==> config.mk <==
export PLATFORM = sky130hd
export DESIGN_NAME = integer_literal_parser_core
export DESIGN_NICKNAME = d
export VERILOG_FILES = /design/src/rtl/core/ilp_pkg.sv /design/src/rtl/core/ilp_in_reg.sv /design/src/rtl/core/ilp_parser.sv /design/src/rtl/core/integer_literal_parser_core.sv
export SDC_FILE = /design/constraint.sdc
export NUM_CORES = 1
export LEC_CHECK = 0
export BUFFER_PORTS_ARGS = -buffer_cell sky130_fd_sc_hd__buf_2
export CAP_MARGIN = 25
export CORE_MARGIN = 2
export CORE_UTILIZATION = 30
export CTS_CLUSTER_DIAMETER = 150
export DETAILED_ROUTE_END_ITERATION = 10
export SLEW_MARGIN = 20
export SYNTH_ARGS = -nofsm -noshare
export SYNTH_HDL_FRONTEND = slang
export SYNTH_SLANG_ARGS = --single-unit
==> constraint.sdc <==
create_clock -name clk -period 9.4 [get_ports clk]
set_input_delay 0.47 -clock clk [delete_from_list [all_inputs] [get_ports clk]]
set_output_delay 0.47 -clock clk [all_outputs]
set_load 0.03 [all_outputs]
==> src/rtl/core/ilp_pkg.sv <==
// Shared types, constants and character helpers for the integer literal parser.
// Used by every module of the parser; depends on nothing else.
package ilp_pkg;

    localparam int MAX_COUNT   = 127;
    localparam int CNT_W       = $clog2(MAX_COUNT + 1);
    localparam int CHAR_W      = 8;
    localparam int VALUE_W     = 64;
    localparam int COUNT_OUT_W = 7;
    localparam int DIGIT_W     = 4;
    localparam int DATA_OUT_W  = ((VALUE_W + COUNT_OUT_W + 7) / 8) * 8;
    localparam int PHASE_W     = 3;

    localparam logic [PHASE_W-1:0] PH_START     = 3'd0;
    localparam logic [PHASE_W-1:0] PH_SIGNED    = 3'd1;
    localparam logic [PHASE_W-1:0] PH_ZERO      = 3'd2;
    localparam logic [PHASE_W-1:0] PH_DIGITS    = 3'd3;
    localparam logic [PHASE_W-1:0] PH_HEX_START = 3'd4;

    localparam logic [CHAR_W-1:0] CH_PLUS       = 8'h2B;
    localparam logic [CHAR_W-1:0] CH_MINUS      = 8'h2D;
    localparam logic [CHAR_W-1:0] CH_UNDERSCORE = 8'h5F;
    localparam logic [CHAR_W-1:0] CH_LOWER_X    = 8'h78;
    localparam logic [CHAR_W-1:0] CH_ZERO       = 8'h30;
    localparam logic [CHAR_W-1:0] CH_NINE       = 8'h39;
    localparam logic [CHAR_W-1:0] CH_LOWER_A    = 8'h61;
    localparam logic [CHAR_W-1:0] CH_LOWER_F    = 8'h66;
    localparam logic [CHAR_W-1:0] CH_UPPER_A    = 8'h41;
    localparam logic [CHAR_W-1:0] CH_UPPER_F    = 8'h46;
    localparam logic [CHAR_W-1:0] LOWER_BIAS    = 8'h57;
    localparam logic [CHAR_W-1:0] UPPER_BIAS    = 8'h37;

    typedef struct packed {
        logic [CHAR_W-1:0] char_code;
        logic              end_of_text;
    } ilp_item_t;

    typedef struct packed {
        logic                   emit;
        logic                   literal_valid;
        logic [VALUE_W-1:0]     literal_value;
        logic [COUNT_OUT_W-1:0] chars_consumed;
    } ilp_result_t;

    typedef struct packed {
        logic               ok;
        logic [DIGIT_W-1:0] val;
    } ilp_digit_t;

    function automatic ilp_digit_t dec_digit(input logic [CHAR_W-1:0] c);
        ilp_digit_t        r;
        logic [CHAR_W-1:0] t;
        t     = c - CH_ZERO;
        r.ok  = (c >= CH_ZERO) && (c <= CH_NINE);
        r.val = t[DIGIT_W-1:0];
        return r;
    endfunction

    function automatic ilp_digit_t hex_digit(input logic [CHAR_W-1:0] c);
        ilp_digit_t        r;
        logic [CHAR_W-1:0] t;
        r.ok = 1'b1;
        if ((c >= CH_ZERO) && (c <= CH_NINE))
        begin
            t = c - CH_ZERO;
        end
        else if ((c >= CH_LOWER_A) && (c <= CH_LOWER_F))
        begin
            t = c - LOWER_BIAS;
        end
        else if ((c >= CH_UPPER_A) && (c <= CH_UPPER_F))
        begin
            t = c - UPPER_BIAS;
        end
        else
        begin
            t    = '0;
            r.ok = 1'b0;
        end
        r.val = t[DIGIT_W-1:0];
        return r;
    endfunction

endpackage

==> src/rtl/core/ilp_in_reg.sv <==
// Input register of the integer literal parser: holds one character transfer.
// Depends on ilp_pkg.
module ilp_in_reg
    import ilp_pkg::*;
(
    input  logic              clk,
    input  logic              rst_n,
    input  logic              s_tvalid,
    output logic              s_tready,
    input  logic [CHAR_W-1:0] s_tdata,
    input  logic              s_tlast,
    input  logic              pop,
    output logic              item_valid,
    output ilp_item_t         item
);

    logic      valid_reg;
    logic      valid_next;
    ilp_item_t item_reg;
    logic      load;

    assign s_tready   = !valid_reg || pop;
    assign load       = s_tvalid && s_tready;
    assign item_valid = valid_reg;
    assign item       = item_reg;

    always_comb
    begin
        valid_next = valid_reg;
        if (load)
        begin
            valid_next = 1'b1;
        end
        else if (pop)
        begin
            valid_next = 1'b0;
        end
    end

    always_ff @(posedge clk or negedge rst_n)
    begin
        if (!rst_n)
        begin
            valid_reg <= 1'b0;
        end
        else
        begin
            valid_reg <= valid_next;
        end
    end

    always_ff @(posedge clk)
    begin
        if (load)
        begin
            item_reg.char_code   <= s_tdata;
            item_reg.end_of_text <= s_tlast;
        end
    end

endmodule

==> src/rtl/core/ilp_parser.sv <==
// Parse state and one-character step of the integer literal parser.
// Depends on ilp_pkg.
module ilp_parser
    import ilp_pkg::*;
(
    input  logic        clk,
    input  logic        rst_n,
    input  logic        item_valid,
    input  ilp_item_t   item,
    input  logic        out_free,
    output logic        pop,
    output ilp_result_t result
);

    logic [PHASE_W-1:0] phase_reg, phase_next;
    logic [VALUE_W-1:0] acc_reg, acc_next;
    logic               has_digit_reg, has_digit_next;
    logic               neg_reg, neg_next;
    logic               hex_reg, hex_next;
    logic               upend_reg, upend_next;
    logic [CNT_W-1:0]   count_reg, count_next;

    logic [CNT_W-1:0]               count_inc;
    logic [CNT_W+COUNT_OUT_W-1:0]   count_wide;
    logic [CHAR_W-1:0]              c;
    ilp_digit_t                     dd;
    ilp_digit_t                     hd;
    ilp_digit_t                     rd;
    logic [VALUE_W-1:0]             scaled;
    logic [VALUE_W-1:0]             dterm;
    logic [VALUE_W-1:0]             acc_add;
    logic                           emit;
    logic                           emit_ok;

    // The accumulator carries the sign from the start: a negative literal
    // subtracts each digit, so the stored value is already the result.
    assign c         = item.char_code;
    assign dd        = dec_digit(c);
    assign hd        = hex_digit(c);
    assign rd        = hex_reg ? hd : dd;
    assign count_inc = (count_reg < CNT_W'(MAX_COUNT)) ? count_reg + 1'b1 : count_reg;
    assign scaled    = hex_reg ? {acc_reg[VALUE_W-5:0], 4'b0000}
                               : ({acc_reg[VALUE_W-4:0], 3'b000} + {acc_reg[VALUE_W-2:0], 1'b0});
    assign dterm     = neg_reg ? (VALUE_W'(0) - VALUE_W'(rd.val)) : VALUE_W'(rd.val);
    assign acc_add   = scaled + dterm;

    always_comb
    begin
        phase_next     = phase_reg;
        acc_next       = acc_reg;
        has_digit_next = has_digit_reg;
        neg_next       = neg_reg;
        hex_next       = hex_reg;
        upend_next     = upend_reg;
        count_next     = count_reg;
        emit           = 1'b0;
        emit_ok        = 1'b0;

        unique case (phase_reg) inside
            PH_ZERO, PH_DIGITS:
            begin
                if ((phase_reg == PH_ZERO) && (c == CH_LOWER_X))
                begin
                    count_next     = count_inc;
                    hex_next       = 1'b1;
                    has_digit_next = 1'b0;
                    acc_next       = '0;
                    phase_next     = PH_HEX_START;
                end
                else
                begin
                    phase_next = PH_DIGITS;
                    if (upend_reg)
                    begin
                        if (!rd.ok)
                        begin
                            emit = 1'b1;
                        end
                        else
                        begin
                            count_next     = count_inc;
                            acc_next       = acc_add;
                            has_digit_next = 1'b1;
                            upend_next     = 1'b0;
                        end
                    end
                    else if (rd.ok)
                    begin
                        count_next     = count_inc;
                        acc_next       = acc_add;
                        has_digit_next = 1'b1;
                    end
                    else if (c == CH_UNDERSCORE)
                    begin
                        count_next = count_inc;
                        upend_next = 1'b1;
                    end
                    else
                    begin
                        emit    = 1'b1;
                        emit_ok = 1'b1;
                    end
                end
            end
            PH_HEX_START:
            begin
                if (!hd.ok)
                begin
                    emit = 1'b1;
                end
                else
                begin
                    count_next     = count_inc;
                    acc_next       = acc_add;
                    has_digit_next = 1'b1;
                    phase_next     = PH_DIGITS;
                end
            end
            default:
            begin
                if ((phase_reg != PH_SIGNED) && ((c == CH_PLUS) || (c == CH_MINUS)))
                begin
                    count_next = count_inc;
                    neg_next   = (c == CH_MINUS);
                    phase_next = PH_SIGNED;
                end
                else if (!dd.ok)
                begin
                    emit = 1'b1;
                end
                else
                begin
                    count_next     = count_inc;
                    acc_next       = dterm;
                    has_digit_next = 1'b1;
                    phase_next     = (dd.val == '0) ? PH_ZERO : PH_DIGITS;
                end
            end
        endcase

        if (!emit && item.end_of_text)
        begin
            emit    = 1'b1;
            emit_ok = ((phase_next == PH_ZERO) || (phase_next == PH_DIGITS))
                      && has_digit_next && !upend_next;
        end
    end

    assign count_wide = {{COUNT_OUT_W{1'b0}}, count_next};

    assign result.emit           = emit;
    assign result.literal_valid  = emit_ok;
    assign result.literal_value  = emit_ok ? acc_next : '0;
    assign result.chars_consumed = emit_ok ? count_wide[COUNT_OUT_W-1:0] : '0;

    assign pop = item_valid && (!emit || out_free);

    always_ff @(posedge clk or negedge rst_n)
    begin
        if (!rst_n)
        begin
            phase_reg     <= PH_START;
            acc_reg       <= '0;
            has_digit_reg <= 1'b0;
            neg_reg       <= 1'b0;
            hex_reg       <= 1'b0;
            upend_reg     <= 1'b0;
            count_reg     <= '0;
        end
        else if (pop)
        begin
            if (emit)
            begin
                phase_reg     <= PH_START;
                acc_reg       <= '0;
                has_digit_reg <= 1'b0;
                neg_reg       <= 1'b0;
                hex_reg       <= 1'b0;
                upend_reg     <= 1'b0;
                count_reg     <= '0;
            end
            else
            begin
                phase_reg     <= phase_next;
                acc_reg       <= acc_next;
                has_digit_reg <= has_digit_next;
                neg_reg       <= neg_next;
                hex_reg       <= hex_next;
                upend_reg     <= upend_next;
                count_reg     <= count_next;
            end
        end
    end

endmodule

==> src/rtl/core/integer_literal_parser_core.sv <==
// Top level of the integer literal parser: input register, parse step and
// result register. Depends on ilp_pkg, ilp_in_reg and ilp_parser.

// The block takes one character per transfer and returns one result for each
// literal, on the character where its outcome is known or at end of text.
// Each character is parsed combinationally between the input register and the
// result register, so a new character is taken every cycle; the only limit is
// a result that is still waiting on the output, which holds the character that
// would produce the next result.
module integer_literal_parser_core
    import ilp_pkg::*;
(
    input  logic                  clk,
    input  logic                  rst_n,
    input  logic                  s_tvalid,
    output logic                  s_tready,
    input  logic [CHAR_W-1:0]     s_tdata,  // [7:0] char_code
    input  logic                  s_tlast,
    output logic                  m_tvalid,
    input  logic                  m_tready,
    output logic [DATA_OUT_W-1:0] m_tdata,  // [63:0] literal_value, [70:64] chars_consumed
    output logic                  m_tuser   // [0] literal_valid
);

    logic        item_valid;
    ilp_item_t   item;
    logic        pop;
    logic        out_free;
    ilp_result_t result;

    logic                  out_valid_reg, out_valid_next;
    logic [DATA_OUT_W-1:0] out_data_reg;
    logic                  out_user_reg;
    logic                  out_load;

    ilp_in_reg u_in_reg (
        .clk        (clk),
        .rst_n      (rst_n),
        .s_tvalid   (s_tvalid),
        .s_tready   (s_tready),
        .s_tdata    (s_tdata),
        .s_tlast    (s_tlast),
        .pop        (pop),
        .item_valid (item_valid),
        .item       (item)
    );

    ilp_parser u_parser (
        .clk        (clk),
        .rst_n      (rst_n),
        .item_valid (item_valid),
        .item       (item),
        .out_free   (out_free),
        .pop        (pop),
        .result     (result)
    );

    assign out_free = !out_valid_reg || m_tready;
    assign out_load = pop && result.emit;

    always_comb
    begin
        out_valid_next = out_valid_reg;
        if (out_load)
        begin
            out_valid_next = 1'b1;
        end
        else if (m_tready)
        begin
            out_valid_next = 1'b0;
        end
    end

    always_ff @(posedge clk or negedge rst_n)
    begin
        if (!rst_n)
        begin
            out_valid_reg <= 1'b0;
        end
        else
        begin
            out_valid_reg <= out_valid_next;
        end
    end

    always_ff @(posedge clk)
    begin
        if (out_load)
        begin
            out_data_reg <= DATA_OUT_W'({result.chars_consumed, result.literal_value});
            out_user_reg <= result.literal_valid;
        end
    end

    assign m_tvalid = out_valid_reg;
    assign m_tdata  = out_data_reg;
    assign m_tuser  = out_user_reg;

    a_no_lost_result : assert property (@(posedge clk) disable iff (!rst_n)
        (pop && result.emit) |-> out_free)
        else $error("A result was loaded over one still waiting.");

    a_stall_only_when_full : assert property (@(posedge clk) disable iff (!rst_n)
        !s_tready |-> item_valid)
        else $error("Input stalled with an empty input register.");

    a_invalid_is_zero : assert property (@(posedge clk) disable iff (!rst_n)
        (m_tvalid && !m_tuser) |-> (m_tdata == '0))
        else $error("An invalid result carries a nonzero payload.");

    a_result_follows_pop : assert property (@(posedge clk) disable iff (!rst_n)
        (pop && result.emit) |=> m_tvalid)
        else $error("A finished literal did not reach the output.");

endmodule
* Word level (Yosys, flattened, before mapping) *
Cells that the tools add are included.

operators by class
  mux-type cells = 71
  reduce and logical (&&, ||, !) cells = 31
  order comparisons = 7
  $add $sub $neg = 7
  eq/ne operators = 11

operator list
  cell                                                  number
  two-way mux 64 bit                                    8
  adder 64 bit                                          2
  one-hot mux 64 bit (2 select lines)                   1
  two-way mux 7 bit                                     10
  two-way mux 1 bit                                     39
  == test 8 x 6 -> 1 bit (second input constant)        2
  == test 8 x 7 -> 1 bit (second input constant)        2
  >= comparator 8 x 7 -> 1 bit (second input constant)  2
  <= comparator 8 x 7 -> 1 bit (second input constant)  2
  two-way mux 3 bit                                     5
  one-hot mux 7 bit (2 select lines)                    1
  == test 3 x 2 -> 1 bit (second input constant)        4
  two-way mux 4 bit                                     3
  logical AND 1 bit                                     11
  nonzero test 2 bit                                    5
  >= comparator 8 x 6 -> 1 bit (second input constant)  1
  <= comparator 8 x 6 -> 1 bit (second input constant)  1
  subtractor 4 x 3 -> 4 bit (second input constant)     2
  adder 7 x 1 -> 7 bit (second input constant)          1
  less-than comparator 7 bit (second input constant)    1
  one-hot mux 3 bit (2 select lines)                    1
  AND reduction 3 bit                                   2
  logical NOT 1 bit                                     5
  logical OR 1 bit                                      5
  other kinds (10)                                      11

word-level totals
  logic and storage cells = 140
  bits of input ports = 13
  register bits after elaboration = 161
  output and inout port bits = 75

* Longest topological paths before layout *
  depth in word-level cells = 19
  mapped depth = 25
  depth with buffers taken out = 24

* Hierarchy *
Synthesis repeated with hierarchy kept, for this count alone.

second synthesis, totals
  cells, all modules = 1972
  area total of the unflattened synthesis = 15782.6 µm²

by module, submodules not included
  module                       area each (µm²)  instances  cells an instance  sequential area each (µm²)
  ilp_parser                   13232.7          1          1880               1951.9
  integer_literal_parser_core  2225.9           1          79                 2187.1
  ilp_in_reg                   324.1            1          13                 295.3

* Worst setup path after synthesis *
OpenSTA, ideal clock, no wires.

  path type = register to register
  start point = reg u_in_reg.item_reg, in the netlist u_in_reg.item[2]
  end point = reg out_data_reg[60] (netlist: m_tdata[60]), data pin
  path slack = 3.685 ns
  library setup time = 0.265 ns
  buffers on the path = 1
  arrival = 5.450 ns
  clock period less this slack = 5.715 ns
  stages on the path, launching flop included = 25
  required time = 9.135 ns
  cells stage by stage = edfxtp_1 -> inv_1 -> ha_1 -> o21bai_1 -> a211o_2 -> nand2_2 -> nand2_1 -> o21ai_0 -> inv_1 -> ha_1 -> inv_1 -> o21ai_2 -> inv_1 -> ha_1 -> buf_2 -> a21oi_1 -> o21ai_1 -> a21oi_1 -> o21bai_1 -> a2111oi_2 -> nor4_2 -> nor3_4 -> o21ai_2 -> nor4b_1 -> or3_1

between the ends
  cells in the longest elaborated chain, start to end = 13
  elaborated cells between the ends (all ways) = 74
  those cells by class = add/sub (5); order compare (6); eq/ne (6); mux (44); reduce/logical (13)

ends and longest elaborated chain
  item                                                   RTL line                           source
  from (decl)                                            ilp_in_reg.sv:19                   ilp_item_t item_reg;
  branches (longest 13 deep; another with adder 64 bit)  -
  to (signal assigned)                                   integer_literal_parser_core.sv:90  out_data_reg <= DATA_OUT_W'({result.chars_consumed, result.literal_value});
  to (decl)                                              integer_literal_parser_core.sv:32  logic [DATA_OUT_W-1:0] out_data_reg;

Parallel ways; which one is timed is not known.
A chain may end at the register's enable or synchronous reset.

* Final worst setup path *
  start point = reg u_parser.acc_reg[2]
  end point = reg out_data_reg[42] (netlist: m_tdata[42]), data pin

between the ends
  cells in the longest elaborated chain, start to end = 6
  elaborated cells between the ends (all ways) = 7
  those cells by class = add/sub (2); mux (5)

ends and longest elaborated chain
  item                                   RTL line                            source
  from (decl)                            ilp_parser.sv:16                    logic [VALUE_W-1:0] acc_reg, acc_next;
  from (signal assigned)                 ilp_parser.sv:185                   acc_reg <= acc_next;
  adder 64 bit                           ilp_parser.sv:43                    : ({acc_reg[VALUE_W-4:0], 3'b000} + {acc_reg[VALUE_W-2:0], 1'b0});
  two-way mux 64 bit *                   ilp_parser.sv:42                    assign scaled = hex_reg ? {acc_reg[VALUE_W-5:0], 4'b0000}
  adder 64 bit *                         ilp_parser.sv:45                    assign acc_add = scaled + dterm;
  two-way mux 64 bit                     ilp_parser.sv:75, ilp_parser.sv:87
  two-way mux 64 bit                     ilp_parser.sv:62                    if ((phase_reg == PH_ZERO) && (c == CH_LOWER_X))
  one-hot mux 64 bit (2 select lines) *  ilp_parser.sv:59                    unique case (phase_reg) inside

Mark *: on every way between the ends. The rest lies on a longest branch, timed or not.

==> impl_metrics.json <==
{
  "postRouteAntennaNets": 0,
  "clock_transition_at_the_registers_of_the_reported_paths_ns": 0.07,
  "dieArea_um2": 53500,
  "numCtsBuffers": 17,
  "die-width_um": 231,
  "max_slew.worst_pin.slew_ns": 1.05,
  "via_per_inst": 5.72,
  "commonest_cells_after_routing_fill_and_taps_aside": "210 x sky130_fd_sc_hd__nand2_1, 204 x sky130_fd_sc_hd__a21oi_1, 164 x sky130_fd_sc_hd__o21ai_0",
  "place.port_buffers": 86,
  "synthFlopType": "sky130_fd_sc_hd__edfxtp_1",
  "detailed_route_wire_length_per_cell_um": 19.5,
  "p_leak_uw": 0.00708,
  "setup_total_negative_slack_ns": 0,
  "final_net_count": 2035,
  "drt-pass1-iter-count": 6,
  "total_power_of_the_final_layout_uw": 1950,
  "route.final.wire_length_um": 50300,
  "worst_clock_skew_ns": 0.0166,
  "stdcell_count": 2585,
  "first_global_vias": 14200,
  "syn-num-nets": 2034,
  "synthesis.area_um2": 15500,
  "min_period_ns": 6.31,
  "cap_viol_max_count": 0,
  "dr_wl_met3_um": 3150,
  "flow.area_growth_from_synthesis_pct": 9.28,
  "final-hold-violation-count": 0,
  "period_share": 0.671,
  "h-tree-depth": 4,
  "powerDensity_nw_per_um2": 115,
  "seq_area_frac_synth": 0.285,
  "top_level_ports": 88,
  "synthesis.instances": 1891,
  "number_of_flip_flops_in_the_largest_register": 71,
  "place.gp.congestion": 0.929,
  "synth-edff-count": 81,
  "design_area_um2": 16900,
  "yosys_warnings": 0,
  "post_route_cells_drive_above_1_share": 0.100,
  "worst-setup-path-type": "reg -> reg",
  "wl_met2_um": 22300,
  "power.ir.vdd_worst_mv": 0.140,
  "hp-class": "in -> reg",
  "layout.filler_cells": 5337,
  "avgSynthCellArea_um2": 8.19,
  "placedCellCount": 2552,
  "clock_latency_ns": 0.51,
  "detailroute.via_count": 14800,
  "numClockSinks": 160,
  "routed.top_layer": "met4",
  "critical_path.max_fanout": 7,
  "die_h_um": 231,
  "timing.max_slew.rel_slack": 0.302,
  "start_util": 0.303,
  "ys_types": 111,
  "grt.overflow.total": 0,
  "startpoint_types": "flop",
  "cts.repair_timing.setup_buffer_count": 0,
  "postPlaceCellArea_um2": 16400,
  "setup_repair_after_global_routing_missed_its_margin": "no",
  "antenna_diode_count": 0,
  "synth-seq-cells": 160,
  "finalMaxSlewViolations": 0,
  "grt_first_pass_wirelength_um": 79800,
  "clock_tree_from_tritoncts": "built",
  "hpwlAfterDp_um": 36400,
  "status": "finished, final reports clean",
  "post-route-drc-count": 0,
  "gr-usage-all-layers": 0.189,
  "std_cell_rows": 83,
  "maximum_number_of_pins_on_one_net_before_global_route_repair": 76,
  "clock_path_buffers": 2,
  "core-area_um2": 51200,
  "cts_root_buf": "sky130_fd_sc_hd__clkbuf_16",
  "required_ns": 9.61,
  "drt-initial-drc-count": 1431,
  "worst_ep_arrival_time_ns": 6.52,
  "post-route-util": 0.331,
  "layout.cells.most_common": "sky130_fd_sc_hd__nand2_1",
  "timing.final.setup_violations": 0,
  "max_freq_mhz": 159,
  "crit_path_end_kind": "flop",
  "async_set_reset_flop_share_out_of_synthesis": 0.494,
  "grt_antenna_before_repair": 0,
  "wl_met1_um": 23300
}
final timing paths:
check | start | to | slack, ns | cells after the start
max | u_parser.acc_reg[2]$_DFFE_PN0P_ | m_tdata[42]$_SDFFCE_PN0P_ | 3.09 | 24
min | s_tdata[2] | u_in_reg.item[3]$_DFFE_PP_ | 0.14 | 1
max reg2reg | u_parser.acc_reg[2]$_DFFE_PN0P_ | m_tdata[42]$_SDFFCE_PN0P_ | 3.09 | 24
min reg2reg | u_parser.acc_reg[63]$_DFFE_PN0P_ | u_parser.acc_reg[63]$_DFFE_PN0P_ | 0.53 | 1
max in group asynchronous | rst_n | u_parser.hex_reg$_DFFE_PN0P_ | 7.71 | 3
min in group asynchronous | rst_n | u_parser.acc_reg[21]$_DFFE_PN0P_ | 0.51 | 2
synth_stat cells (25+ instances only):
cell,number,area (um2)
sky130_fd_sc_hd__a21o_1,75,563
sky130_fd_sc_hd__a21oi_1,204,1020
sky130_fd_sc_hd__a221oi_1,42,368
sky130_fd_sc_hd__buf_2,36,180
sky130_fd_sc_hd__clkbuf_1,65,244
sky130_fd_sc_hd__dfrtp_1,79,1980
sky130_fd_sc_hd__edfxtp_1,81,2430
sky130_fd_sc_hd__ha_1,128,1600
sky130_fd_sc_hd__inv_1,53,199
sky130_fd_sc_hd__nand2_1,210,788
sky130_fd_sc_hd__nand3_1,44,220
sky130_fd_sc_hd__nand4_1,36,225
sky130_fd_sc_hd__nor2_1,147,552
sky130_fd_sc_hd__nor3_1,27,135
sky130_fd_sc_hd__o21ai_0,164,821
sky130_fd_sc_hd__o21bai_1,25,188
sky130_fd_sc_hd__xnor2_1,69,604
sky130_fd_sc_hd__xor2_1,42,368
what timing repair did:
item,in CTS,in global routing
hold buffers,1,0
endpoints found under the hold margin,30,0
resized for setup,0,0
where the power goes:
part / internal [uW] / switching (uW) / total (uW) / leakage [uW]
sequential: 819 / 30.9 / 850 / 0.00190
clock: 348 / 337 / 685 / 0.000257
combinational: 79.6 / 338 / 417 / 0.00492
per-layer routing:
metal | up-vias | global-route usage
li1 | 7070 | -
met1 | 7121 | 0.252
met2 | 504 | 0.296
met3 | 81 | 0.0421
met4 | 0 | 0.0716
met5 | - | 0
cells by family (layout without fill, tap and decap cells):
kind of cell	after synthesis	count (layout)	share of synthesized area
AO/OA/AOI/OAI	702	702	0.299
XOR/XNOR	111	111	0.0628
adder cells (fa/ha/maj)	130	130	0.106
buffers and inverters	173	187	0.0488
flip-flops	160	160	0.285
multiplexers	16	16	0.0107
other	1	1	0.000242
AND/OR/NAND/NOR	598	598	0.188
per-stage QoR:
stage / worst slack [ns] / hold slack (ns)
3_3_place_gp: 3.22 / 0.474
4_1_cts: 3.13 / 0.111
5_1_grt: 2.68 / 0.126
3_5_place_dp: 3.16 / 0.477
6_report: 3.09 / 0.143
2_1_floorplan: 3.68 / 0.174
worst max-delay path, cell delays in order (launching register included):
cell and delay [ns]:
sky130_fd_sc_hd__dfrtp_1 0.42, sky130_fd_sc_hd__ha_1 0.20, sky130_fd_sc_hd__inv_1 0.06, sky130_fd_sc_hd__fa_1 0.40, sky130_fd_sc_hd__nand2b_1 0.20, sky130_fd_sc_hd__a211oi_1 0.34
sky130_fd_sc_hd__o21ai_1 0.23, sky130_fd_sc_hd__a21bo_2 0.26, sky130_fd_sc_hd__a21oi_1 0.32, sky130_fd_sc_hd__nor2_1 0.12, sky130_fd_sc_hd__o21ai_0 0.29, sky130_fd_sc_hd__a21oi_1 0.13
sky130_fd_sc_hd__or4_1 0.40, sky130_fd_sc_hd__nand3_1 0.11, sky130_fd_sc_hd__ha_1 0.32, sky130_fd_sc_hd__a21oi_1 0.17, sky130_fd_sc_hd__o21ai_1 0.07, sky130_fd_sc_hd__a21oi_1 0.15
sky130_fd_sc_hd__o21bai_1 0.11, sky130_fd_sc_hd__a2111oi_2 0.49, sky130_fd_sc_hd__nor2_1 0.13, sky130_fd_sc_hd__a311oi_1 0.45, sky130_fd_sc_hd__xnor2_1 0.15, sky130_fd_sc_hd__a221oi_1 0.41
sky130_fd_sc_hd__nor2_1 0.08
area by class of cell:
class / instances / area [um2] / share of cell area
Inverter: 54 / 203 / 0.0120
Multi-Input combinational cell: 1558 / 10400 / 0.612
Clock inverter: 13 / 108 / 0.00636
Sequential cell: 160 / 4410 / 0.261
Timing Repair Buffer: 101 / 548 / 0.0324
Tap cell: 680 / 851 / 0.0503
Clock buffer: 19 / 443 / 0.0262
Power figures use the tool's default switching activity.
